===== src/rtl/grs_pkg.sv =====
`default_nettype none
package grs_pkg;

    localparam int MAX_GROUP   = 16;
    localparam int DATA_WIDTH  = 32;
    localparam int GSIZE_W     = 5;
    localparam int ADDR_W      = (MAX_GROUP > 1) ? $clog2(MAX_GROUP) : 1;
    localparam int CNT_W       = $clog2(MAX_GROUP + 1);

    localparam logic [GSIZE_W-1:0] GSIZE_RESET = GSIZE_W'(2);

    typedef enum logic [0:0] {
        ST_FILL,
        ST_DRAIN
    } grs_state_t;

    typedef struct packed {
        logic take;
        logic issue;
    } grs_cmd_t;

    typedef struct packed {
        logic in_emit;
        logic slot_free;
        logic final_beat;
    } grs_stat_t;

endpackage
`default_nettype wire


===== src/rtl/grs_if.sv =====
`default_nettype none
interface grs_in_if import grs_pkg::*; ();
    logic                         valid;
    logic                         ready;
    logic signed [DATA_WIDTH-1:0] value;
    logic                         list_last;

    modport source (output valid, output value, output list_last, input ready);
    modport sink   (input valid, input value, input list_last, output ready);
endinterface

interface grs_out_if import grs_pkg::*; ();
    logic                         valid;
    logic                         ready;
    logic signed [DATA_WIDTH-1:0] out_value;
    logic                         out_list_end;
    logic                         run_end;

    modport source (output valid, output out_value, output out_list_end, output run_end,
                    input ready);
    modport sink   (input valid, input out_value, input out_list_end, input run_end,
                    output ready);
endinterface

interface grs_cfg_if import grs_pkg::*; ();
    logic               valid;
    logic               ready;
    logic [GSIZE_W-1:0] data;

    modport source (output valid, output data, input ready);
    modport sink   (input valid, input data, output ready);
endinterface
`default_nettype wire


===== src/rtl/grs_ctrl.sv =====
`default_nettype none
module grs_ctrl
    import grs_pkg::*;
(
    input  wire logic      clk,
    input  wire logic      rst_n,
    input  wire grs_stat_t stat,
    output grs_cmd_t       cmd
);

    grs_state_t state_reg;
    grs_state_t state_next;

    always_ff @(posedge clk or negedge rst_n)
    begin
        if (!rst_n)
        begin
            state_reg <= ST_FILL;
        end
        else
        begin
            state_reg <= state_next;
        end
    end

    always_comb
    begin
        state_next = state_reg;
        cmd        = '0;
        unique case (state_reg)
            ST_FILL:
            begin
                cmd.take = 1'b1;
                if (stat.in_emit)
                begin
                    state_next = ST_DRAIN;
                end
            end
            ST_DRAIN:
            begin
                cmd.issue = stat.slot_free;
                if (stat.slot_free && stat.final_beat)
                begin
                    state_next = ST_FILL;
                end
            end
        endcase
    end

endmodule
`default_nettype wire


===== src/rtl/grs_datapath.sv =====
`default_nettype none
module grs_datapath
    import grs_pkg::*;
(
    input  wire logic   clk,
    input  wire logic   rst_n,
    grs_in_if.sink      in_ch,
    grs_out_if.source   out_ch,
    grs_cfg_if.sink     cfg_ch,
    input  wire grs_cmd_t cmd,
    output grs_stat_t   stat
);

    logic signed [DATA_WIDTH-1:0] mem [MAX_GROUP];

    logic [GSIZE_W-1:0] gsize_reg;
    logic [ADDR_W-1:0]  fill_reg;
    logic [ADDR_W-1:0]  fill_next;
    logic [ADDR_W-1:0]  rd_ptr_reg;
    logic [ADDR_W-1:0]  rd_ptr_next;
    logic [ADDR_W-1:0]  end_ptr_reg;
    logic [ADDR_W-1:0]  end_ptr_next;
    logic               rev_reg;
    logic               rev_next;
    logic               lst_reg;
    logic               lst_next;
    logic               out_valid_reg;
    logic               out_valid_next;

    logic signed [DATA_WIDTH-1:0] out_value_reg;
    logic                         out_list_end_reg;
    logic                         run_end_reg;

    logic [CNT_W-1:0] eff_size;
    logic [CNT_W-1:0] n_sum;
    logic             full;
    logic             accept;
    logic             final_beat;

    assign cfg_ch.ready = 1'b1;
    assign in_ch.ready  = cmd.take;
    assign accept       = in_ch.valid && cmd.take;

    always_comb
    begin
        if (gsize_reg == '0)
        begin
            eff_size = CNT_W'(1);
        end
        else if (int'(gsize_reg) > MAX_GROUP)
        begin
            eff_size = CNT_W'(MAX_GROUP);
        end
        else
        begin
            eff_size = CNT_W'(gsize_reg);
        end
    end

    assign n_sum      = CNT_W'(fill_reg) + CNT_W'(1);
    assign full       = (n_sum >= eff_size);
    assign final_beat = rev_reg ? (rd_ptr_reg == '0) : (rd_ptr_reg == end_ptr_reg);

    assign stat.in_emit    = in_ch.valid && (full || in_ch.list_last);
    assign stat.slot_free  = !out_valid_reg || out_ch.ready;
    assign stat.final_beat = final_beat;

    always_comb
    begin
        fill_next      = fill_reg;
        rd_ptr_next    = rd_ptr_reg;
        end_ptr_next   = end_ptr_reg;
        rev_next       = rev_reg;
        lst_next       = lst_reg;
        out_valid_next = out_valid_reg;

        if (out_ch.ready)
        begin
            out_valid_next = 1'b0;
        end

        priority if (accept && full)
        begin
            // full group: drain newest first
            fill_next   = '0;
            rev_next    = 1'b1;
            rd_ptr_next = fill_reg;
            lst_next    = in_ch.list_last;
        end
        else if (accept && in_ch.list_last)
        begin
            // partial remainder: drain in arrival order
            fill_next    = '0;
            rev_next     = 1'b0;
            rd_ptr_next  = '0;
            end_ptr_next = fill_reg;
            lst_next     = 1'b1;
        end
        else if (accept)
        begin
            fill_next = ADDR_W'(n_sum);
        end
        else if (cmd.issue)
        begin
            out_valid_next = 1'b1;
            if (rev_reg)
            begin
                rd_ptr_next = rd_ptr_reg - ADDR_W'(1);
            end
            else
            begin
                rd_ptr_next = rd_ptr_reg + ADDR_W'(1);
            end
        end
        else
        begin
            fill_next = fill_reg;
        end
    end

    always_ff @(posedge clk or negedge rst_n)
    begin
        if (!rst_n)
        begin
            gsize_reg     <= GSIZE_RESET;
            fill_reg      <= '0;
            rd_ptr_reg    <= '0;
            end_ptr_reg   <= '0;
            rev_reg       <= 1'b0;
            lst_reg       <= 1'b0;
            out_valid_reg <= 1'b0;
        end
        else
        begin
            if (cfg_ch.valid)
            begin
                gsize_reg <= cfg_ch.data;
            end
            fill_reg      <= fill_next;
            rd_ptr_reg    <= rd_ptr_next;
            end_ptr_reg   <= end_ptr_next;
            rev_reg       <= rev_next;
            lst_reg       <= lst_next;
            out_valid_reg <= out_valid_next;
        end
    end

    always_ff @(posedge clk)
    begin
        if (accept)
        begin
            mem[fill_reg] <= in_ch.value;
        end
    end

    always_ff @(posedge clk)
    begin
        if (cmd.issue)
        begin
            out_value_reg    <= mem[rd_ptr_reg];
            out_list_end_reg <= lst_reg && final_beat;
            run_end_reg      <= final_beat;
        end
    end

    assign out_ch.valid        = out_valid_reg;
    assign out_ch.out_value    = out_value_reg;
    assign out_ch.out_list_end = out_list_end_reg;
    assign out_ch.run_end      = run_end_reg;

    a_issue_fills_slot: assert property (@(posedge clk) disable iff (!rst_n)
        cmd.issue |=> out_valid_reg)
        else $error("issued beat did not reach the output register");

    a_issue_needs_slot: assert property (@(posedge clk) disable iff (!rst_n)
        cmd.issue |-> (!out_valid_reg || out_ch.ready))
        else $error("beat issued over a pending result");

    a_emit_clears_fill: assert property (@(posedge clk) disable iff (!rst_n)
        (accept && (full || in_ch.list_last)) |=> (fill_reg == '0))
        else $error("fill count not cleared after a group was closed");

    a_no_take_while_issue: assert property (@(posedge clk) disable iff (!rst_n)
        !(cmd.issue && cmd.take))
        else $error("input taken while draining");

endmodule
`default_nettype wire


===== src/rtl/group_reverse_stream_core.sv =====
`default_nettype none
// Group reversing stream: list elements enter one per beat on in_ch, each with
// list_last on the final element. Elements are buffered in a 16-entry store
// until a group of group_size (written on cfg_ch, reset value 2, 0 acts as 1,
// values above 16 act as 16) is complete; that group then leaves on out_ch
// newest first. A list that ends on a partial group leaves in arrival order.
// An element that closes no group is only stored; one that closes a group of
// r elements is followed by r reads from the store, one result per cycle
// except while out_ch holds ready low. The input is not taken while a group
// drains; the last result of a group sits in the output register while the
// next element is accepted. run_end marks the last result of each group and
// out_list_end the last result of the list.
module group_reverse_stream_core
    import grs_pkg::*;
(
    input  wire logic clk,
    input  wire logic rst_n,
    grs_in_if.sink    in_ch,
    grs_out_if.source out_ch,
    grs_cfg_if.sink   cfg_ch
);

    grs_cmd_t  cmd;
    grs_stat_t stat;

    grs_ctrl u_ctrl (
        .clk   (clk),
        .rst_n (rst_n),
        .stat  (stat),
        .cmd   (cmd)
    );

    grs_datapath u_datapath (
        .clk    (clk),
        .rst_n  (rst_n),
        .in_ch  (in_ch),
        .out_ch (out_ch),
        .cfg_ch (cfg_ch),
        .cmd    (cmd),
        .stat   (stat)
    );

endmodule
`default_nettype wire

===== src/flat_wrapper.sv =====
// flat-port wrapper written by rule: the top's interface ports become plain ports
module group_reverse_stream_core_flat import grs_pkg::*;
  (clk, rst_n, in_ch_valid, in_ch_value, in_ch_list_last, in_ch_ready, out_ch_valid, out_ch_out_value, out_ch_out_list_end, out_ch_run_end, out_ch_ready, cfg_ch_valid, cfg_ch_data, cfg_ch_ready);
  grs_in_if in_ch_i ();
  grs_out_if out_ch_i ();
  grs_cfg_if cfg_ch_i ();
  input  wire logic clk;
  input  wire logic rst_n;
  input wire logic [$bits(in_ch_i.valid)-1:0] in_ch_valid;
  input wire logic [$bits(in_ch_i.value)-1:0] in_ch_value;
  input wire logic [$bits(in_ch_i.list_last)-1:0] in_ch_list_last;
  output wire logic [$bits(in_ch_i.ready)-1:0] in_ch_ready;
  output wire logic [$bits(out_ch_i.valid)-1:0] out_ch_valid;
  output wire logic [$bits(out_ch_i.out_value)-1:0] out_ch_out_value;
  output wire logic [$bits(out_ch_i.out_list_end)-1:0] out_ch_out_list_end;
  output wire logic [$bits(out_ch_i.run_end)-1:0] out_ch_run_end;
  input wire logic [$bits(out_ch_i.ready)-1:0] out_ch_ready;
  input wire logic [$bits(cfg_ch_i.valid)-1:0] cfg_ch_valid;
  input wire logic [$bits(cfg_ch_i.data)-1:0] cfg_ch_data;
  output wire logic [$bits(cfg_ch_i.ready)-1:0] cfg_ch_ready;
  assign in_ch_i.valid = in_ch_valid;
  assign in_ch_i.value = in_ch_value;
  assign in_ch_i.list_last = in_ch_list_last;
  assign in_ch_ready = in_ch_i.ready;
  assign out_ch_valid = out_ch_i.valid;
  assign out_ch_out_value = out_ch_i.out_value;
  assign out_ch_out_list_end = out_ch_i.out_list_end;
  assign out_ch_run_end = out_ch_i.run_end;
  assign out_ch_i.ready = out_ch_ready;
  assign cfg_ch_i.valid = cfg_ch_valid;
  assign cfg_ch_i.data = cfg_ch_data;
  assign cfg_ch_ready = cfg_ch_i.ready;
  group_reverse_stream_core u_core (.clk(clk), .rst_n(rst_n), .in_ch(in_ch_i), .out_ch(out_ch_i), .cfg_ch(cfg_ch_i));
endmodule

===== config.mk =====
export PLATFORM = sky130hd
export DESIGN_NAME = group_reverse_stream_core_flat
export DESIGN_NICKNAME = d
export VERILOG_FILES = /design/src/rtl/grs_pkg.sv /design/src/rtl/grs_if.sv /design/src/rtl/grs_ctrl.sv /design/src/rtl/grs_datapath.sv /design/src/rtl/group_reverse_stream_core.sv /design/src/flat_wrapper.sv
export SDC_FILE = /design/constraint.sdc
export NUM_CORES = 1
export LEC_CHECK = 0
export BUFFER_PORTS_ARGS = -buffer_cell sky130_fd_sc_hd__buf_2
export CORE_AREA = 4 4 227 185
export CTS_CLUSTER_SIZE = 16
export DETAILED_ROUTE_END_ITERATION = 10
export DIE_AREA = 0 0 231 189
export PLACE_DENSITY = 0.74
export SETUP_SLACK_MARGIN = 0.15
export SKIP_LAST_GASP = 1
export SLEW_MARGIN = 20
export SYNTH_ARGS = -nofsm -noshare
export SYNTH_HDL_FRONTEND = slang
export SYNTH_SLANG_ARGS = --single-unit
export TNS_END_PERCENT = 100

===== constraint.sdc =====
create_clock -name clk -period 2.54 [get_ports clk]
set_clock_uncertainty 0.1 [all_clocks]
set_input_delay 0.508 -clock clk [delete_from_list [all_inputs] [get_ports clk]]
set_output_delay 0.508 -clock clk [all_outputs]
set_load 0.03 [all_outputs]

# --- Word-level counts from Yosys, hierarchy flattened ---
# Memory sizes are Yosys's and may differ from the RTL's. A register that Yosys moved wholly into a read port is not among the register bits.
# Cells that the tools add are included.
word_totals:
  regBits: 23
  ramBits: 512
  in_bits: 43
  out_inout_bits: 37
  wordCells: 63
  n_memories: 1
op_classes:
  addsub: 3
  order_cmp: 2
  n_eq_ne: 2
  mux: 27
  bitwise_logic: 2
  n_reduce_logical: 16
memory_table:
  columns: ["name", "depth", "word_bits", "read_ports", "rd_ports_with_merged_regs", "write_ports", "line_no", "text"]
  rows:
  - ["u_core.u_datapath.mem", 16, 32, 1, 1, 1, "grs_datapath.sv:14", "logic signed [DATA_WIDTH-1:0] mem [MAX_GROUP];"]
op_table:
  columns: ["operator", "count"]
  rows:
  - ["2-to-1 mux 4 bit", 8]
  - ["2-to-1 mux 1 bit", 16]
  - ["2-to-1 mux 5 bit", 2]
  - ["logical AND 1 bit", 6]
  - ["nonzero test 3 bit", 2]
  - ["adder 4 x 1 -> 5 bit, second input constant", 1]
  - [">= comparator 5 bit", 1]
  - ["greater-than comparator 5 bit, second input constant", 1]
  - ["logical NOT 5 bit", 1]
  - ["adder 4 x 1 -> 4 bit, second input constant", 1]
  - ["equality test 4 bit", 1]
  - ["logical NOT 4 bit", 1]
  - ["AND reduction 2 bit", 2]
  - ["subtractor 4 x 1 -> 4 bit, second input constant", 1]
  - ["!= test 3 x 1 -> 1 bit, second input constant", 1]
  - ["logical OR 1 bit", 2]
  - ["NOT 1 bit", 2]
  - ["one-hot mux 1 bit (2 select lines)", 1]
  - ["nonzero test 2 bit", 1]
  - ["logical NOT 1 bit", 1]

# --- Depth between registers and ports, before layout ---
logic_depth:
  ltp_word: 8
  mapped_depth: 9
  depth_no_buf: 9

# --- Modules after synthesis ---
# A second synthesis with hierarchy kept.
unflattened:
  hier_cells: 888
  hier_area_um2: 21597.0
modules_own_cells:
  columns: ["mod", "n_inst", "cells_each", "area_per_inst_um2", "seq_area_each_um2"]
  rows:
  - ["grs_datapath", 1, 883, 21546.9, 16897.5]
  - ["grs_ctrl", 1, 5, 50.0, 25.0]

# --- Worst setup path before layout ---
# OpenSTA, ideal clock, no wires.
synth_path:
  kind: "register to register"
  startpoint: "register u_core.u_datapath.fill_reg[0]"
  endpoint: "register u_core.u_datapath.end_ptr_reg[3]"
  setup_time_ps: 128
  arrival_ps: 2435
  required_ps: 2312
  slack_ps: -123
  path_stages_with_launch: 9
  path_buffers: 0
  synth_period_minus_slack_ps: 2663
  path_cell_list: "dfrtp_1 > ha_1 > and3_1 > ha_1 > and4_1 > a221oi_2 > nand2_1 > nor2_1 > mux2_1"
synth_between:
  elab_chain_cells: 5
synth_rtl:
  columns: ["element", "line_no", "text"]
  rows:
  - ["from (decl)", "grs_datapath.sv:17", "logic [ADDR_W-1:0] fill_reg;"]
  - ["from (signal assigned)", "grs_datapath.sv:139", "fill_reg <= fill_next;"]
  - ["adder 4 x 1 -> 5 bit", "grs_datapath.sv:60", "assign n_sum = CNT_W'(fill_reg) + CNT_W'(1);"]
  - [">= comparator 5 bit", "grs_datapath.sv:61", "assign full = (n_sum >= eff_size);"]
  - ["logical AND 1 bit", "grs_datapath.sv:82", "priority if (accept && full)"]
  - ["NOT 1 bit (no source line)", null, null]
  - ["AND reduction 2 bit (no source line)", null, null]
  - ["to (signal assigned)", "grs_datapath.sv:141", "end_ptr_reg <= end_ptr_next;"]
  - ["to (decl)", "grs_datapath.sv:21", "logic [ADDR_W-1:0] end_ptr_reg;"]
# No other way between the ends.
# A chain may end at the register's enable or synchronous reset.

# --- Worst setup path after layout ---
layout_path:
  startpoint: "register u_core.u_datapath.fill_reg[0]"
  endpoint: "register u_core.u_datapath.end_ptr_reg[2]"
# The elaborated chain is that of the path after synthesis.

==> impl_metrics.sql <==
INSERT INTO impl_metrics (metric_group, metric, value, unit) VALUES
('sta', 'timing.final.crit_share', '95.5', '%'),
('critical_path', 'reg2reg_from', 'u_core.u_datapath.fill_reg[0]', ''),
('finish', 'final_cell_area', '25200', 'µm²'),
('hold_path', 'min-delay-path-class', 'in2reg', ''),
('sta', 'drv_slew', '0', ''),
('drt', 'dr_total_vias', '9745', ''),
('finish', 'fillerInstances', '2628', ''),
('sta', 'setup_violations', '0', ''),
('hold_path', 'hold_depth', '3', ''),
('critical_path', 'critPathKind', 'reg2reg', ''),
('floorplan', 'chipWidth', '231', 'µm'),
('floorplan', 'die_area', '43700', 'µm²'),
('synth', 'seq_area_frac_synth', '78.4', '%'),
('hold_path', 'worst_hold_path.endpoint', 'u_core.u_datapath.gsize_reg[4]', ''),
('drt', 'drt_drc_violations_left', '0', ''),
('hold_path', 'timing.hold.worst.start', 'cfg_ch_data[4]', ''),
('clock_tree', 'clockRootBuffer', 'sky130_fd_sc_hd__clkbuf_16', ''),
('grt', 'grt_start_max_net_pins', '37', ''),
('finish', 'final_net_count', '1098', ''),
('floorplan', 'floorplan.die.height', '189', 'µm'),
('finish', 'post-route-util', '63.2', '%'),
('synth', 'synth_seq_cells', '567', ''),
('clock_tree', 'cts_inserted_buffers', '53', ''),
('floorplan', 'design.portCount', '80', ''),
('synth', 'synth_adder_area_share', '0.730', '%'),
('critical_path', 'reg2reg_depth', '8', ''),
('floorplan', 'rows', '66', ''),
('synth', 'synthCells', '884', ''),
('finish', 'largest_reg_flops', '512', ''),
('sta', 'worst_max_slew_pin_slew', '0.503', 'ns'),
('floorplan', 'core-area', '40000', 'µm²'),
('synth', 'synth_compound_area_share', '0.759', '%'),
('finish', 'antenna_cells_inserted', '0', ''),
('power_and_ir_drop', 'leakage_power', '0.00827', 'µW'),
('clock_tree', 'numClockSinks', '567', ''),
('grt', 'groute.usage.overall', '20.5', '%'),
('power_and_ir_drop', 'power_density_normalized_to_cell_area', '1060', 'nW/µm²'),
('synth', 'count_of_flip_flops_with_a_built_in_enable_after_synthesis', '546', ''),
('clock_tree', 'clkSlewWorstSetupHoldPaths', '0.06', 'ns'),
('place', 'gpl.final_weighted_congestion', '0.783', ''),
('drt', 'avgViaCountPerCell', '5.98', ''),
('sta', 'slew_headroom', '66.2', '%'),
('clock_tree', 'tritoncts', 'yes', ''),
('critical_path', 'critical_path_peak_fanout', '6', ''),
('critical_path', 'worst_setup_path_start_kind', 'flip-flop', ''),
('synth', 'synthMuxAreaShare', '17.2', '%'),
('finish', 'seq_area', '16900', 'µm²'),
('drt', 'routed_wl', '44.4', 'mm'),
('sta', 'report.final.hold_viol_count', '0', ''),
('clock_tree', 'clock_tree.buffer_depth', '3', ''),
('place', 'placement.cell_area', '23300', 'µm²'),
('run', 'drv_cap', '0', ''),
('critical_path', 'critical_path_arrival', '2.78', 'ns'),
('critical_path', 'critical_path.reg2reg.endpoint', 'u_core.u_datapath.end_ptr_reg[2]', ''),
('sta', 'final.min_clock_period', '2.42', 'ns'),
('grt', 'grt_pass1_vias', '10200', ''),
('synth', 'postSynth.asyncResetShare', '3.70', '%'),
('drt', 'detail_route.first_pass.iterations', '6', ''),
('run_status', 'outcome', 'finished, final reports clean', ''),
('grt', 'grt_antenna_before_repair', '3', ''),
('place', 'dp_hpwl', '24.1', 'mm'),
('synth', 'yosys.area_share.xor_xnor', '0.365', '%'),
('drt', 'detailedRoute.firstIterationViolations', '870', ''),
('synth', 'yosysUniqueCellTypes', '43', ''),
('finish', 'final_layout_size_suffix_gt1_share', '40.3', '%'),
('place', 'io_buffer_count', '78', ''),
('synth', 'syn-num-nets', '939', ''),
('synth', 'postSynth.topFlopCell', 'sky130_fd_sc_hd__edfxtp_1', ''),
('finish', 'multiInputGateArea', '4600', 'µm²'),
('drt', 'final_antenna_net_count', '0', ''),
('grt', 'grt_first_pass_wirelength', '66.3', 'mm');
## power breakdown
group | internal (µW) | switching, µW
sequential | 11000 | 442
clock | 4670 | 3390
combinational | 3640 | 3510
total | 19300 | 7340
## cell usage in the layout, fill, tap and decap left out, types with 2 or more instances in the layout
master,count
sky130_fd_sc_hd__a21o_1,3
sky130_fd_sc_hd__a21oi_1,2
sky130_fd_sc_hd__a22o_1,3
sky130_fd_sc_hd__and2_1,3
sky130_fd_sc_hd__and2_2,14
sky130_fd_sc_hd__and3_2,3
sky130_fd_sc_hd__buf_12,26
sky130_fd_sc_hd__buf_2,78
sky130_fd_sc_hd__buf_4,39
sky130_fd_sc_hd__buf_6,2
sky130_fd_sc_hd__bufinv_16,8
sky130_fd_sc_hd__clkbuf_1,8
sky130_fd_sc_hd__clkbuf_16,53
sky130_fd_sc_hd__clkinv_1,10
sky130_fd_sc_hd__clkinv_2,8
sky130_fd_sc_hd__clkinvlp_4,5
sky130_fd_sc_hd__dfrtp_1,14
sky130_fd_sc_hd__dfrtp_2,4
sky130_fd_sc_hd__dfrtp_4,2
sky130_fd_sc_hd__edfxtp_1,546
sky130_fd_sc_hd__ha_1,8
sky130_fd_sc_hd__ha_4,3
sky130_fd_sc_hd__inv_1,3
sky130_fd_sc_hd__inv_2,2
sky130_fd_sc_hd__inv_6,5
sky130_fd_sc_hd__mux2_2,5
sky130_fd_sc_hd__mux2_4,4
sky130_fd_sc_hd__mux4_2,160
sky130_fd_sc_hd__nand2_1,11
sky130_fd_sc_hd__nand2b_1,3
sky130_fd_sc_hd__nand3_1,3
sky130_fd_sc_hd__nor2_1,3
sky130_fd_sc_hd__nor2_4,2
sky130_fd_sc_hd__nor2b_1,3
sky130_fd_sc_hd__nor3_1,3
sky130_fd_sc_hd__o21ai_0,4
sky130_fd_sc_hd__xnor2_1,5
sky130_fd_sc_hd__xor2_1,3
## synthesized netlist by cell type (3+ instances only)
cell	count	area, µm²
sky130_fd_sc_hd__buf_2	11	55.1
sky130_fd_sc_hd__nand2_1	12	45.0
sky130_fd_sc_hd__edfxtp_1	546	16400
sky130_fd_sc_hd__a22o_1	3	26.3
sky130_fd_sc_hd__mux2_1	4	45.0
sky130_fd_sc_hd__and2_1	17	106
sky130_fd_sc_hd__mux2_2	5	56.3
sky130_fd_sc_hd__a21o_1	3	22.5
sky130_fd_sc_hd__xnor2_1	6	52.6
sky130_fd_sc_hd__clkbuf_1	17	63.8
sky130_fd_sc_hd__ha_1	11	138
sky130_fd_sc_hd__o21ai_0	4	20.0
sky130_fd_sc_hd__a21oi_1	3	15.0
sky130_fd_sc_hd__xor2_1	3	26.3
sky130_fd_sc_hd__nor3_1	3	15.0
sky130_fd_sc_hd__dfrtp_1	20	500
sky130_fd_sc_hd__buf_6	8	90.1
sky130_fd_sc_hd__mux4_2	160	3600
sky130_fd_sc_hd__nor2_1	6	22.5
sky130_fd_sc_hd__nor2b_1	3	18.8
sky130_fd_sc_hd__buf_1	5	18.8
sky130_fd_sc_hd__nand2b_1	3	18.8
sky130_fd_sc_hd__inv_1	5	18.8
sky130_fd_sc_hd__and3_1	4	25.0
sky130_fd_sc_hd__nand3_1	4	20.0
## cells by family (layout without fill, tap and decap cells)
family / Yosys count / in the layout
buffers and inverters: 47 / 249
multiplexers: 169 / 169
AND/OR/NAND/NOR: 57 / 57
flip-flops: 567 / 567
XOR/XNOR: 9 / 9
other: 1 / 1
AO/OA/AOI/OAI: 22 / 22
adder cells (fa/ha/maj): 12 / 12
## critical path, stage by stage, from the launching register on
cell and delay (ns):
sky130_fd_sc_hd__dfrtp_2 0.48, sky130_fd_sc_hd__ha_4 0.20, sky130_fd_sc_hd__xor2_1 0.14, sky130_fd_sc_hd__ha_1 0.29, sky130_fd_sc_hd__and4_4 0.16, sky130_fd_sc_hd__a221oi_4 0.27, sky130_fd_sc_hd__nand2_2 0.16, sky130_fd_sc_hd__nor2_4 0.19
sky130_fd_sc_hd__mux2_4 0.32
## layout make-up
cell class / count / share of cell area [%]
multi-input cells: 270 / 18.2
clock buffers: 61 / 5.37
clock inverters: 37 / 1.66
well taps: 544 / 2.70
repair buffers: 146 / 4.90
flip-flops and latches: 567 / 67.1
inverters: 5 / 0.0743
## layer usage
metal / share of wire, % / vias to the layer above / GRT usage [%]
met5: 0.063 / - / 0
met4: 1.4 / 6 / 4.00
met3: 5.7 / 48 / 3.55
met2: 51 / 318 / 34.0
met1: 42 / 5271 / 29.7
li1: - / 4102 / -
## stage by stage
step | std cells | hold slack (ns) | setup TNS, ns | total power, µW | setup slack [ns]
2_1_floorplan | 884 | 0.112 | 0 | 16600 | 0.131
3_3_place_gp | 1520 | 0.368 | 0 | 18500 | 0.0397
3_5_place_dp | 1520 | 0.359 | -0.0621 | 18600 | -0.0347
4_1_cts | 1624 | 0.0278 | 0 | 26800 | 0.102
5_1_grt | 1630 | 0.0495 | 0 | 27800 | 0.0403
6_report | 1630 | 0.0596 | 0 | 26700 | 0.115
## timing repair
action / 4_1_cts / 5_1_grt
endpoints found under the hold margin: 20 / 0
resized for setup: 7 / 12
endpoints found under the setup margin: 12 / 12
pin swaps: 6 / 9
hold buffers: 1 / 0
buffers inserted: 5 / 6
## worst max path at each step
stage	start	end	cells after the start
after floorplan	u_core.u_datapath.fill_reg[2]	u_core.u_datapath.end_ptr_reg[3]	9
after global placement	u_core.u_datapath.fill_reg[1]	u_core.u_datapath.end_ptr_reg[3]	8
after detailed placement	u_core.u_datapath.fill_reg[1]	u_core.u_datapath.end_ptr_reg[3]	8
after CTS	u_core.u_datapath.fill_reg[0]	u_core.u_datapath.end_ptr_reg[2]	8
after global routing	u_core.u_datapath.fill_reg[0]	u_core.u_datapath.end_ptr_reg[2]	8
final	u_core.u_datapath.fill_reg[0]	u_core.u_datapath.end_ptr_reg[2]	8
(Power assumes the default switching activity.)
